## src/sv/i2cmbe_pkg.sv

```systemverilog
// Package for the I2C master bit engine: sequencer steps, request codes, config register indexes, reset constants.
package i2cmbe_pkg;

    typedef enum logic [4:0] {
        ST_IDLE    = 5'd0,
        ST_S_SCL0  = 5'd1,
        ST_S_SDA1  = 5'd2,
        ST_S_SCL1  = 5'd3,
        ST_S_DLY   = 5'd4,
        ST_S_SDA0  = 5'd5,
        ST_S_END   = 5'd6,
        ST_P_SCL0  = 5'd7,
        ST_P_SDA0  = 5'd8,
        ST_P_SCL1  = 5'd9,
        ST_P_DLY   = 5'd10,
        ST_P_END   = 5'd11,
        ST_A_SCL0  = 5'd12,
        ST_A_SDA   = 5'd13,
        ST_A_DLY1  = 5'd14,
        ST_A_SCL1  = 5'd15,
        ST_A_DLY2  = 5'd16,
        ST_A_END   = 5'd17,
        ST_W_SCL0  = 5'd18,
        ST_W_SCL1  = 5'd19,
        ST_W_DLY   = 5'd20,
        ST_W_POLL  = 5'd21,
        ST_W_END   = 5'd22,
        ST_B_SCL0  = 5'd23,
        ST_B_SDA   = 5'd24,
        ST_B_SCL1  = 5'd25,
        ST_B_DLY1  = 5'd26,
        ST_B_SCL0B = 5'd27,
        ST_B_DLY2  = 5'd28
    } t_step;

    typedef enum logic [2:0] {
        REQ_TICK   = 3'd0,
        REQ_START  = 3'd1,
        REQ_STOP   = 3'd2,
        REQ_WRITE  = 3'd3,
        REQ_WAIT   = 3'd4,
        REQ_READ   = 3'd5,
        REQ_ACKBIT = 3'd6,
        REQ_NOP    = 3'd7
    } t_req;

    // config register indexes
    localparam logic CFG_HALF_PERIOD = 1'b0;
    localparam logic CFG_POLL_LIMIT  = 1'b1;

    localparam logic [7:0] HALF_PERIOD_RST = 8'd2;
    localparam logic [7:0] POLL_LIMIT_RST  = 8'd50;
    localparam logic [2:0] LAST_BIT        = 3'd7;

endpackage

```

## src/sv/i2c_master_bit_engine.sv

```systemverilog
// I2C master bit engine: tick-driven open-drain SCL/SDA sequencer with output register.
// Its result is in the output register in the cycle after an item is accepted.
// Throughput: one item per cycle while results are taken; the pin sequencer advances one step per accepted
// item, and the output register takes a new item when empty or as its result is taken (ready = !full | taken).
// Reset (synchronous, active low): sequencer idle, SCL and SDA released, all counters zero,
// half period 2 ticks, ack poll limit 50, output register empty.
module i2c_master_bit_engine (
    input  logic        i_clk,
    input  logic        i_rst_n,
    // input item stream
    input  logic        i_s_tvalid,
    output logic        o_s_tready,
    input  logic [15:0] i_s_tdata,   // wr_data[7:0], ack_after_read[8], sda_in[9], zero[15:10]
    input  logic [2:0]  i_s_tuser,   // req_type[2:0]
    // result item stream
    output logic        o_m_tvalid,
    input  logic        i_m_tready,
    output logic [15:0] o_m_tdata,   // scl[0], sda_release[1], busy_res[2], rx_data[10:3],
                                     // done_res[11], ack_seen[12], timed_out[13],
                                     // rejected[14], zero[15]
    // config write port
    input  logic        i_cfg_we,
    input  logic        i_cfg_addr,
    input  logic [7:0]  i_cfg_wdata
);

    // config registers
    logic [7:0] r_half_period;
    logic [7:0] r_poll_limit;

    // sequencer state
    i2cmbe_pkg::t_step r_step, n_step;
    logic [2:0] r_active, n_active;
    logic [2:0] r_bit_idx, n_bit_idx;
    logic [7:0] r_shift, n_shift;
    logic [7:0] r_delay, n_delay;
    logic [7:0] r_poll, n_poll;
    logic       r_ack_choice, n_ack_choice;
    logic       r_scl, n_scl;
    logic       r_sda, n_sda;

    // output register
    logic        r_out_valid;
    logic [15:0] r_out_data;

    // unpacked input fields
    i2cmbe_pkg::t_req w_req;
    logic [7:0] w_wr_data;
    logic       w_ack_in;
    logic       w_sda_in;
    logic       w_is_cmd;
    logic       w_fire;
    logic       w_start;
    logic       w_run;

    // effective state: a command taken while idle runs its first step on the same item
    i2cmbe_pkg::t_step e_step;
    logic [2:0] e_active;
    logic [2:0] e_bit_idx;
    logic [7:0] e_shift;
    logic [7:0] e_delay;
    logic [7:0] e_poll;
    logic       e_ack_choice;

    logic [7:0] w_hp;
    logic [7:0] w_delay_inc;
    logic       w_delay_hit;
    logic       w_is_read;

    // result flags of this item
    logic       f_done;
    logic       f_ack;
    logic       f_tmo;
    logic [7:0] f_rx;
    logic       w_rej;

    assign w_req     = i2cmbe_pkg::t_req'(i_s_tuser);
    assign w_wr_data = i_s_tdata[7:0];
    assign w_ack_in  = i_s_tdata[8];
    assign w_sda_in  = i_s_tdata[9];

    assign o_s_tready = !r_out_valid || i_m_tready;
    assign w_fire     = i_s_tvalid && o_s_tready;
    assign w_is_cmd   = (w_req != i2cmbe_pkg::REQ_TICK) && (w_req != i2cmbe_pkg::REQ_NOP);
    assign w_start    = (r_step == i2cmbe_pkg::ST_IDLE) && w_is_cmd;
    assign w_run      = (r_step != i2cmbe_pkg::ST_IDLE) || w_is_cmd;
    assign w_rej      = (r_step != i2cmbe_pkg::ST_IDLE) && w_is_cmd;

    // latch a new command: clear counters and pick the entry step
    always_comb begin
        e_step       = r_step;
        e_active     = r_active;
        e_bit_idx    = r_bit_idx;
        e_shift      = r_shift;
        e_delay      = r_delay;
        e_poll       = r_poll;
        e_ack_choice = r_ack_choice;
        if (w_start) begin
            e_active     = w_req;
            e_bit_idx    = '0;
            e_shift      = '0;
            e_delay      = '0;
            e_poll       = '0;
            e_ack_choice = w_ack_in;
            unique case (w_req)
                i2cmbe_pkg::REQ_START: e_step = i2cmbe_pkg::ST_S_SCL0;
                i2cmbe_pkg::REQ_STOP:  e_step = i2cmbe_pkg::ST_P_SCL0;
                i2cmbe_pkg::REQ_WRITE: begin
                    e_shift = w_wr_data;
                    e_step  = i2cmbe_pkg::ST_B_SCL0;
                end
                i2cmbe_pkg::REQ_WAIT:  e_step = i2cmbe_pkg::ST_W_SCL0;
                i2cmbe_pkg::REQ_READ:  e_step = i2cmbe_pkg::ST_B_SCL0;
                default:               e_step = i2cmbe_pkg::ST_A_SCL0;
            endcase
        end
    end

    // a zero half period still takes one tick
    assign w_hp        = (r_half_period == '0) ? 8'd1 : r_half_period;
    assign w_delay_inc = e_delay + 8'd1;
    assign w_delay_hit = (w_delay_inc >= w_hp);
    assign w_is_read   = (e_active == i2cmbe_pkg::REQ_READ);

    // next step
    always_comb begin
        n_step = r_step;
        if (w_run) begin
            unique case (e_step)
                i2cmbe_pkg::ST_S_SCL0:  n_step = i2cmbe_pkg::ST_S_SDA1;
                i2cmbe_pkg::ST_S_SDA1:  n_step = i2cmbe_pkg::ST_S_SCL1;
                i2cmbe_pkg::ST_S_SCL1:  n_step = i2cmbe_pkg::ST_S_DLY;
                i2cmbe_pkg::ST_S_DLY:
                    n_step = w_delay_hit ? i2cmbe_pkg::ST_S_SDA0 : i2cmbe_pkg::ST_S_DLY;
                i2cmbe_pkg::ST_S_SDA0:  n_step = i2cmbe_pkg::ST_S_END;
                i2cmbe_pkg::ST_S_END:   n_step = i2cmbe_pkg::ST_IDLE;
                i2cmbe_pkg::ST_P_SCL0:  n_step = i2cmbe_pkg::ST_P_SDA0;
                i2cmbe_pkg::ST_P_SDA0:  n_step = i2cmbe_pkg::ST_P_SCL1;
                i2cmbe_pkg::ST_P_SCL1:  n_step = i2cmbe_pkg::ST_P_DLY;
                i2cmbe_pkg::ST_P_DLY:
                    n_step = w_delay_hit ? i2cmbe_pkg::ST_P_END : i2cmbe_pkg::ST_P_DLY;
                i2cmbe_pkg::ST_P_END:   n_step = i2cmbe_pkg::ST_IDLE;
                i2cmbe_pkg::ST_A_SCL0:  n_step = i2cmbe_pkg::ST_A_SDA;
                i2cmbe_pkg::ST_A_SDA:
                    n_step = e_ack_choice ? i2cmbe_pkg::ST_A_DLY1 : i2cmbe_pkg::ST_A_SCL1;
                i2cmbe_pkg::ST_A_DLY1:
                    n_step = w_delay_hit ? i2cmbe_pkg::ST_A_SCL1 : i2cmbe_pkg::ST_A_DLY1;
                i2cmbe_pkg::ST_A_SCL1:  n_step = i2cmbe_pkg::ST_A_DLY2;
                i2cmbe_pkg::ST_A_DLY2:
                    n_step = w_delay_hit ? i2cmbe_pkg::ST_A_END : i2cmbe_pkg::ST_A_DLY2;
                i2cmbe_pkg::ST_A_END:   n_step = i2cmbe_pkg::ST_IDLE;
                i2cmbe_pkg::ST_W_SCL0:  n_step = i2cmbe_pkg::ST_W_SCL1;
                i2cmbe_pkg::ST_W_SCL1:  n_step = i2cmbe_pkg::ST_W_DLY;
                i2cmbe_pkg::ST_W_DLY:
                    n_step = w_delay_hit ? i2cmbe_pkg::ST_W_POLL : i2cmbe_pkg::ST_W_DLY;
                i2cmbe_pkg::ST_W_POLL: begin
                    if (!w_sda_in)
                        n_step = i2cmbe_pkg::ST_W_END;
                    else if (e_poll >= r_poll_limit)
                        n_step = i2cmbe_pkg::ST_P_SCL0;   // give up: send a stop
                    else
                        n_step = i2cmbe_pkg::ST_W_POLL;
                end
                i2cmbe_pkg::ST_W_END:   n_step = i2cmbe_pkg::ST_IDLE;
                i2cmbe_pkg::ST_B_SCL0:
                    n_step = w_is_read ? i2cmbe_pkg::ST_B_SCL1 : i2cmbe_pkg::ST_B_SDA;
                i2cmbe_pkg::ST_B_SDA:   n_step = i2cmbe_pkg::ST_B_SCL1;
                i2cmbe_pkg::ST_B_SCL1:  n_step = i2cmbe_pkg::ST_B_DLY1;
                i2cmbe_pkg::ST_B_DLY1:
                    n_step = w_delay_hit ? i2cmbe_pkg::ST_B_SCL0B : i2cmbe_pkg::ST_B_DLY1;
                i2cmbe_pkg::ST_B_SCL0B: n_step = i2cmbe_pkg::ST_B_DLY2;
                i2cmbe_pkg::ST_B_DLY2: begin
                    if (!w_delay_hit)
                        n_step = i2cmbe_pkg::ST_B_DLY2;
                    else if (e_bit_idx != i2cmbe_pkg::LAST_BIT)
                        n_step = w_is_read ? i2cmbe_pkg::ST_B_SCL1 : i2cmbe_pkg::ST_B_SDA;
                    else
                        n_step = w_is_read ? i2cmbe_pkg::ST_A_SCL0 : i2cmbe_pkg::ST_IDLE;
                end
                default:                n_step = i2cmbe_pkg::ST_IDLE;
            endcase
        end
    end

    // pin levels, counters and result flags
    always_comb begin
        n_active     = e_active;
        n_bit_idx    = e_bit_idx;
        n_shift      = e_shift;
        n_delay      = e_delay;
        n_poll       = e_poll;
        n_ack_choice = e_ack_choice;
        n_scl        = r_scl;
        n_sda        = r_sda;
        f_done       = 1'b0;
        f_ack        = 1'b0;
        f_tmo        = 1'b0;
        f_rx         = '0;
        if (w_run) begin
            unique case (e_step)
                i2cmbe_pkg::ST_S_SCL0, i2cmbe_pkg::ST_P_SCL0, i2cmbe_pkg::ST_A_SCL0:
                    n_scl = 1'b0;
                i2cmbe_pkg::ST_S_SDA1:  n_sda = 1'b1;
                i2cmbe_pkg::ST_S_SCL1, i2cmbe_pkg::ST_P_SCL1, i2cmbe_pkg::ST_A_SCL1,
                i2cmbe_pkg::ST_W_SCL1, i2cmbe_pkg::ST_B_SCL1:
                    n_scl = 1'b1;
                i2cmbe_pkg::ST_S_DLY, i2cmbe_pkg::ST_P_DLY, i2cmbe_pkg::ST_A_DLY1,
                i2cmbe_pkg::ST_A_DLY2, i2cmbe_pkg::ST_W_DLY, i2cmbe_pkg::ST_B_DLY1:
                    n_delay = w_delay_hit ? 8'd0 : w_delay_inc;
                i2cmbe_pkg::ST_S_SDA0, i2cmbe_pkg::ST_P_SDA0:
                    n_sda = 1'b0;
                i2cmbe_pkg::ST_S_END: begin
                    n_scl  = 1'b0;
                    f_done = 1'b1;
                end
                i2cmbe_pkg::ST_P_END: begin
                    n_sda  = 1'b1;
                    f_done = 1'b1;
                    f_tmo  = (e_active == i2cmbe_pkg::REQ_WAIT);
                end
                i2cmbe_pkg::ST_A_SDA:   n_sda = !e_ack_choice;
                i2cmbe_pkg::ST_A_END: begin
                    n_scl  = 1'b0;
                    f_done = 1'b1;
                    f_rx   = w_is_read ? e_shift : 8'd0;
                end
                i2cmbe_pkg::ST_W_SCL0: begin
                    n_scl = 1'b0;
                    n_sda = 1'b1;
                end
                i2cmbe_pkg::ST_W_POLL: begin
                    if (w_sda_in && (e_poll < r_poll_limit))
                        n_poll = e_poll + 8'd1;
                end
                i2cmbe_pkg::ST_W_END: begin
                    n_scl  = 1'b0;
                    f_done = 1'b1;
                    f_ack  = 1'b1;
                end
                i2cmbe_pkg::ST_B_SCL0: begin
                    n_scl = 1'b0;
                    if (w_is_read)
                        n_sda = 1'b1;
                end
                i2cmbe_pkg::ST_B_SDA: begin
                    n_sda   = e_shift[7];
                    n_shift = {e_shift[6:0], 1'b0};
                end
                i2cmbe_pkg::ST_B_SCL0B: begin
                    n_scl = 1'b0;
                    if (w_is_read)
                        n_shift = {e_shift[6:0], w_sda_in};
                end
                i2cmbe_pkg::ST_B_DLY2: begin
                    n_delay = w_delay_hit ? 8'd0 : w_delay_inc;
                    if (w_delay_hit) begin
                        if (e_bit_idx != i2cmbe_pkg::LAST_BIT)
                            n_bit_idx = e_bit_idx + 3'd1;
                        else if (!w_is_read)
                            f_done = 1'b1;
                    end
                end
                default: ;
            endcase
        end
    end

    // config registers
    always_ff @(posedge i_clk) begin
        if (!i_rst_n) begin
            r_half_period <= i2cmbe_pkg::HALF_PERIOD_RST;
            r_poll_limit  <= i2cmbe_pkg::POLL_LIMIT_RST;
        end else if (i_cfg_we) begin
            unique case (i_cfg_addr)
                i2cmbe_pkg::CFG_HALF_PERIOD: r_half_period <= i_cfg_wdata;
                i2cmbe_pkg::CFG_POLL_LIMIT:  r_poll_limit  <= i_cfg_wdata;
                default: ;
            endcase
        end
    end

    // sequencer state advances once per accepted item
    always_ff @(posedge i_clk) begin
        if (!i_rst_n) begin
            r_step       <= i2cmbe_pkg::ST_IDLE;
            r_active     <= '0;
            r_bit_idx    <= '0;
            r_shift      <= '0;
            r_delay      <= '0;
            r_poll       <= '0;
            r_ack_choice <= 1'b0;
            r_scl        <= 1'b1;
            r_sda        <= 1'b1;
        end else if (w_fire) begin
            r_step       <= n_step;
            r_active     <= n_active;
            r_bit_idx    <= n_bit_idx;
            r_shift      <= n_shift;
            r_delay      <= n_delay;
            r_poll       <= n_poll;
            r_ack_choice <= n_ack_choice;
            r_scl        <= n_scl;
            r_sda        <= n_sda;
        end
    end

    // output register: valid is control, payload loads on accept
    always_ff @(posedge i_clk) begin
        if (!i_rst_n)
            r_out_valid <= 1'b0;
        else if (w_fire)
            r_out_valid <= 1'b1;
        else if (i_m_tready)
            r_out_valid <= 1'b0;
    end

    always_ff @(posedge i_clk) begin
        if (w_fire)
            r_out_data <= {1'b0, w_rej, f_tmo, f_ack, f_done, f_rx,
                           (n_step != i2cmbe_pkg::ST_IDLE), n_sda, n_scl};
    end

    assign o_m_tvalid = r_out_valid;
    assign o_m_tdata  = r_out_data;

    // a finished command never reports busy
    a_done_not_busy: assert property (@(posedge i_clk) disable iff (!i_rst_n)
        (o_m_tvalid && o_m_tdata[11]) |-> !o_m_tdata[2])
        else $error("done result still reports busy");

    // timeout ends the command as a NACK
    a_tmo_is_nack: assert property (@(posedge i_clk) disable iff (!i_rst_n)
        (o_m_tvalid && o_m_tdata[13]) |-> (o_m_tdata[11] && !o_m_tdata[12]))
        else $error("timeout without done or with ack");

    // an item taken while idle is never rejected
    a_idle_no_reject: assert property (@(posedge i_clk) disable iff (!i_rst_n)
        (w_fire && (r_step == i2cmbe_pkg::ST_IDLE)) |=> !r_out_data[14])
        else $error("item rejected while idle");

    // delay counter is clear whenever the sequencer is idle
    a_idle_delay_clear: assert property (@(posedge i_clk) disable iff (!i_rst_n)
        (r_step == i2cmbe_pkg::ST_IDLE) |-> (r_delay == 8'd0))
        else $error("delay count left over after command");

endmodule
```

## config.mk

```make
export PLATFORM = sky130hd
export DESIGN_NAME = i2c_master_bit_engine
export DESIGN_NICKNAME = d
export VERILOG_FILES = /design/src/sv/i2cmbe_pkg.sv /design/src/sv/i2c_master_bit_engine.sv
export SDC_FILE = /design/constraint.sdc
export NUM_CORES = 1
export LEC_CHECK = 0
export BUFFER_PORTS_ARGS = -buffer_cell sky130_fd_sc_hd__buf_2
export CAP_MARGIN = 0
export CORE_ASPECT_RATIO = 0.8
export CORE_MARGIN = 4
export CORE_UTILIZATION = 60
export CTS_CLUSTER_SIZE = 30
export DETAILED_ROUTE_END_ITERATION = 10
export PLACE_DENSITY = 0.8
export SLEW_MARGIN = 0
export SYNTH_ARGS = -nofsm -noshare
export SYNTH_HDL_FRONTEND = slang
export SYNTH_SLANG_ARGS = --single-unit
```

## constraint.sdc

```tcl
create_clock -name i_clk -period 12.08 [get_ports i_clk]
set_input_delay 3.624 -clock i_clk [delete_from_list [all_inputs] [get_ports i_clk]]
set_output_delay 3.624 -clock i_clk [all_outputs]
set_load 0.01 [all_outputs]
```

==> results.sh <==
export IMPL_first_global_vias=3911
export IMPL_worst_hold_slack_ns=0.4593
export IMPL_buffers_and_inverters_on_the_worst_path=2
export IMPL_portion_of_netlist_area_occupied_by_mux_cells_pct=1.856
export IMPL_synth_compound_area_share_pct=23.93
export IMPL_global_route_usage_total_pct=26.80
export IMPL_synth_simple_area_share_pct=27.42
export IMPL_ys_seq_elements=70
export IMPL_layout_cells_non_filler=680
export IMPL_hold_buf_count_cts=0
export IMPL_port_buffer_count=43
export IMPL_synth_sequential_area_ratio_pct=34.35
export IMPL_criticalPathCategory="in2out"
export IMPL_cap_violations=0
export IMPL_timing_critical_path_required_ns=8.46
export IMPL_critical_path_max_fanout=4
export IMPL_dpl_hpwl_mm=8.499
export IMPL_setup_repair_after_global_routing_missed_its_margin="false"
export IMPL_syn_num_nets=610
export IMPL_finalMaxSlewViolations=0
export IMPL_finalCritPeriodShare_pct=63.51
export IMPL_wire_per_inst_um=17.39
export IMPL_synth_cell_area_um2=4517
export IMPL_synth_most_common_cell="sky130_fd_sc_hd__nand2_1"
export IMPL_fin_skew_ns=0.01439
export IMPL_post_cts_resize_count=0
export IMPL_post_synth_fa_ha_maj_area_fraction_pct=5.263
export IMPL_insertion_delay_ns=0.36
export IMPL_crit_path_top_delay_cell="sky130_fd_sc_hd__nand2b_1"
export IMPL_floorplan_initialDensity_pct=61.39
export IMPL_fraction_of_synthesis_flops_using_an_asynchronous_set_or_reset_pin_pct=0
export IMPL_synthTopCellsByCount="70 x sky130_fd_sc_hd__nand2_1, 55 x sky130_fd_sc_hd__dfxtp_1, 54 x sky130_fd_sc_hd__a21oi_1"
export IMPL_num_vias=4262
export IMPL_floorplan_core_area_um2=7357
export IMPL_antenna_violating_nets_post_route=0
export IMPL_largest_net_degree_at_the_start_of_global_routing=50
export IMPL_avgViaCountPerCell=6.268
export IMPL_outcome="complete, no violations"
export IMPL_dpl_cell_count=664
export IMPL_cts_inserted_buffers=9
export IMPL_remaining_drc_errors=0
export IMPL_critPathMaxStageDelay_ns=0.18
export IMPL_setup_reg_to_reg_worst_slack_ns=7.19
export IMPL_synth_top_family_by_area="simple AND/OR/NAND/NOR gates"
export IMPL_worst_ir_drop_vdd_uv=70.61
export IMPL_finalWeightedCongestion=1.023
export IMPL_crit_family="buffers and inverters"
export IMPL_timing_final_setup_violations=0
export IMPL_synth_area_leader_cell="sky130_fd_sc_hd__dfxtp_1"
export IMPL_final_min_clock_period_ns=7.673
export IMPL_crit_chain="buf_2 > nand2b_1 > buf_2"
export IMPL_layout_nets=637
export IMPL_cp_start_kind="input pin"
export IMPL_worstPathArrival_ns=4.05
export IMPL_first_iter_violations=434
export IMPL_overflow=0
export IMPL_cts_root_buf="sky130_fd_sc_hd__clkbuf_8"
export IMPL_min_delay_path_class="reg2reg"
export IMPL_clk_pin_slew_ns=0.07
export IMPL_synth_yosys_warnings=0
export IMPL_setup_worst_path_end_class="output port"
export IMPL_flow_area_growth_from_synthesis_pct=8.449
export IMPL_p_per_area_nw_per_um2=122.9
export IMPL_chipWidth_um=105.0
export IMPL_max_slew_worst_pin_slew_ns=1.233
export IMPL_clk_path_buf_depth=2
export IMPL_synth_top_area_share_pct=24.38
export IMPL_drive_gt1_share_pct=14.07
export IMPL_cts_tree="done"
export IMPL_timing_setup_tns_ns=0
export IMPL_synth_xor_area_share_pct=1.745
export IMPL_fillers=639
export IMPL_floorplan_die_height_um=85.61
export IMPL_fmax_mhz=130.3
export IMPL_critical_path_most_common_cell="sky130_fd_sc_hd__buf_2"
export IMPL_num_antenna_cells=0
export IMPL_synthCells=558
export IMPL_h_tree_depth=3
export IMPL_core_rowCount=28
export IMPL_yosysUniqueCellTypes=73
export IMPL_synthesis_area_per_instance_um2=8.095
export IMPL_synth_enable_flop_cells=15
export IMPL_synth_ff_type="sky130_fd_sc_hd__dfxtp_1"
export IMPL_leakage_nw=1.949
export IMPL_cts_sinks=70
export IMPL_synth_top_cells_by_area="sky130_fd_sc_hd__dfxtp_1 24%, sky130_fd_sc_hd__edfxtp_1 10%, sky130_fd_sc_hd__a21oi_1 6.0%, sky130_fd_sc_hd__nand2_1 5.8%, sky130_fd_sc_hd__ha_1 5.3%"
export IMPL_timing_final_hold_violations=0
export IMPL_grt_first_pass_wirelength_mm=19.69
export IMPL_cts_repair_timing_setup_buffer_count=0
export IMPL_io_pin_count=51
export IMPL_grt_antenna_before_repair=0
export IMPL_drtPass1Iterations=5
export IMPL_fp_dieArea_um2=8989
export IMPL_drt_total_wl_mm=11.82
export IMPL_slew_limit_headroom_pct=17.62
## stage by stage
step	worst slack (ns)	instance area, µm²	utilization, %	power (mW)
floorplan	4.637	4517	-	0.3759
global placement	4.211	4708	64.00	0.4112
detailed placement	4.173	4708	64.00	0.4132
CTS	4.407	4898	66.58	0.6002
global route	4.116	4898	66.58	0.6329
finish	4.407	4898	66.58	0.6020
## registers in the layout, summed over array words and instances, names as in the netlist, 3 cells and up
register	flops
r_poll_limit	8
o_m_tdata	15
r_poll	8
r_step	5
r_delay	8
r_bit_idx	3
r_active	3
r_shift	8
r_half_period	8
## layout make-up
type / count / area (µm²) / share of cell area, %
well taps: 90 / 112.6 / 2.299
flip-flops and latches: 70 / 1551 / 31.67
multi-input cells: 435 / 2724 / 55.61
repair buffers: 45 / 230.2 / 4.700
inverters: 24 / 90.09 / 1.839
clock inverters: 6 / 62.56 / 1.277
clock buffers: 10 / 127.6 / 2.605
## kinds of logic (layout without fill, tap and decap cells)
logic type | after synthesis | after routing
buffers and inverters | 53 | 85
adder cells (fa/ha/maj) | 19 | 19
flip-flops | 70 | 70
AND/OR/NAND/NOR | 235 | 235
XOR/XNOR | 9 | 9
AO/OA/AOI/OAI | 163 | 163
other | 1 | 1
multiplexers | 8 | 8
## power breakdown
part           internal (mW)  switching (mW)  leakage (nW)
combinational         0.0502           0.101          1.25
clock                 0.0954          0.0931         0.100
sequential             0.253         0.00948         0.597
total                  0.399           0.203          1.95
## layout by cell type (no fill, tap or decap), types with 3 or more instances in the layout
cell type / instances
sky130_fd_sc_hd__nand2_1: 70
sky130_fd_sc_hd__dfxtp_1: 55
sky130_fd_sc_hd__a21oi_1: 54
sky130_fd_sc_hd__nor2_1: 46
sky130_fd_sc_hd__buf_2: 43
sky130_fd_sc_hd__o21ai_0: 37
sky130_fd_sc_hd__inv_1: 23
sky130_fd_sc_hd__ha_1: 19
sky130_fd_sc_hd__and2_1: 18
sky130_fd_sc_hd__nand3_1: 17
sky130_fd_sc_hd__edfxtp_1: 15
sky130_fd_sc_hd__nor2b_1: 13
sky130_fd_sc_hd__nor3_1: 12
sky130_fd_sc_hd__and3_1: 10
sky130_fd_sc_hd__nand2b_1: 9
sky130_fd_sc_hd__a22o_1: 9
sky130_fd_sc_hd__clkbuf_8: 9
sky130_fd_sc_hd__o211ai_1: 7
sky130_fd_sc_hd__xor2_1: 7
sky130_fd_sc_hd__nor3b_1: 7
sky130_fd_sc_hd__a31oi_1: 6
sky130_fd_sc_hd__nor4_1: 6
sky130_fd_sc_hd__o21a_1: 6
sky130_fd_sc_hd__a21o_1: 5
sky130_fd_sc_hd__mux2i_1: 5
sky130_fd_sc_hd__or3_1: 4
sky130_fd_sc_hd__o2111ai_1: 4
sky130_fd_sc_hd__a211oi_1: 4
sky130_fd_sc_hd__nand4_1: 4
sky130_fd_sc_hd__or2_2: 3
sky130_fd_sc_hd__a32oi_1: 3
sky130_fd_sc_hd__mux2_2: 3
sky130_fd_sc_hd__clkinv_2: 3
## metal layers
metal	GRT usage, %	share of wire (%)	vias up	wire (µm)
met3	6.095	7.3	19	862
met4	7.032	1.2	0	143
li1	-	-	2068	-
met1	37.92	47	1991	5532
met2	41.53	45	184	5285
met5	0	0	-	0
## final timing paths
path,from,to,cells after the start
setup / recovery,i_m_tready,o_s_tready,3
setup reg to reg,r_step[1]$_SDFFE_PN0P_,o_m_tdata[2]$_DFFE_PP_,15
hold / removal,r_active[1]$_SDFFE_PN0P_,r_active[1]$_SDFFE_PN0P_,2
hold reg to reg,r_active[1]$_SDFFE_PN0P_,r_active[1]$_SDFFE_PN0P_,2
## worst min-delay path: cells and delay by family, from the launching register on
family	cells	cell delay, ns
flip-flops	1	0.31
AND/OR/NAND/NOR	1	0.05
AO/OA/AOI/OAI	1	0.05
No activity file was read; power rests on OpenSTA's default activity.
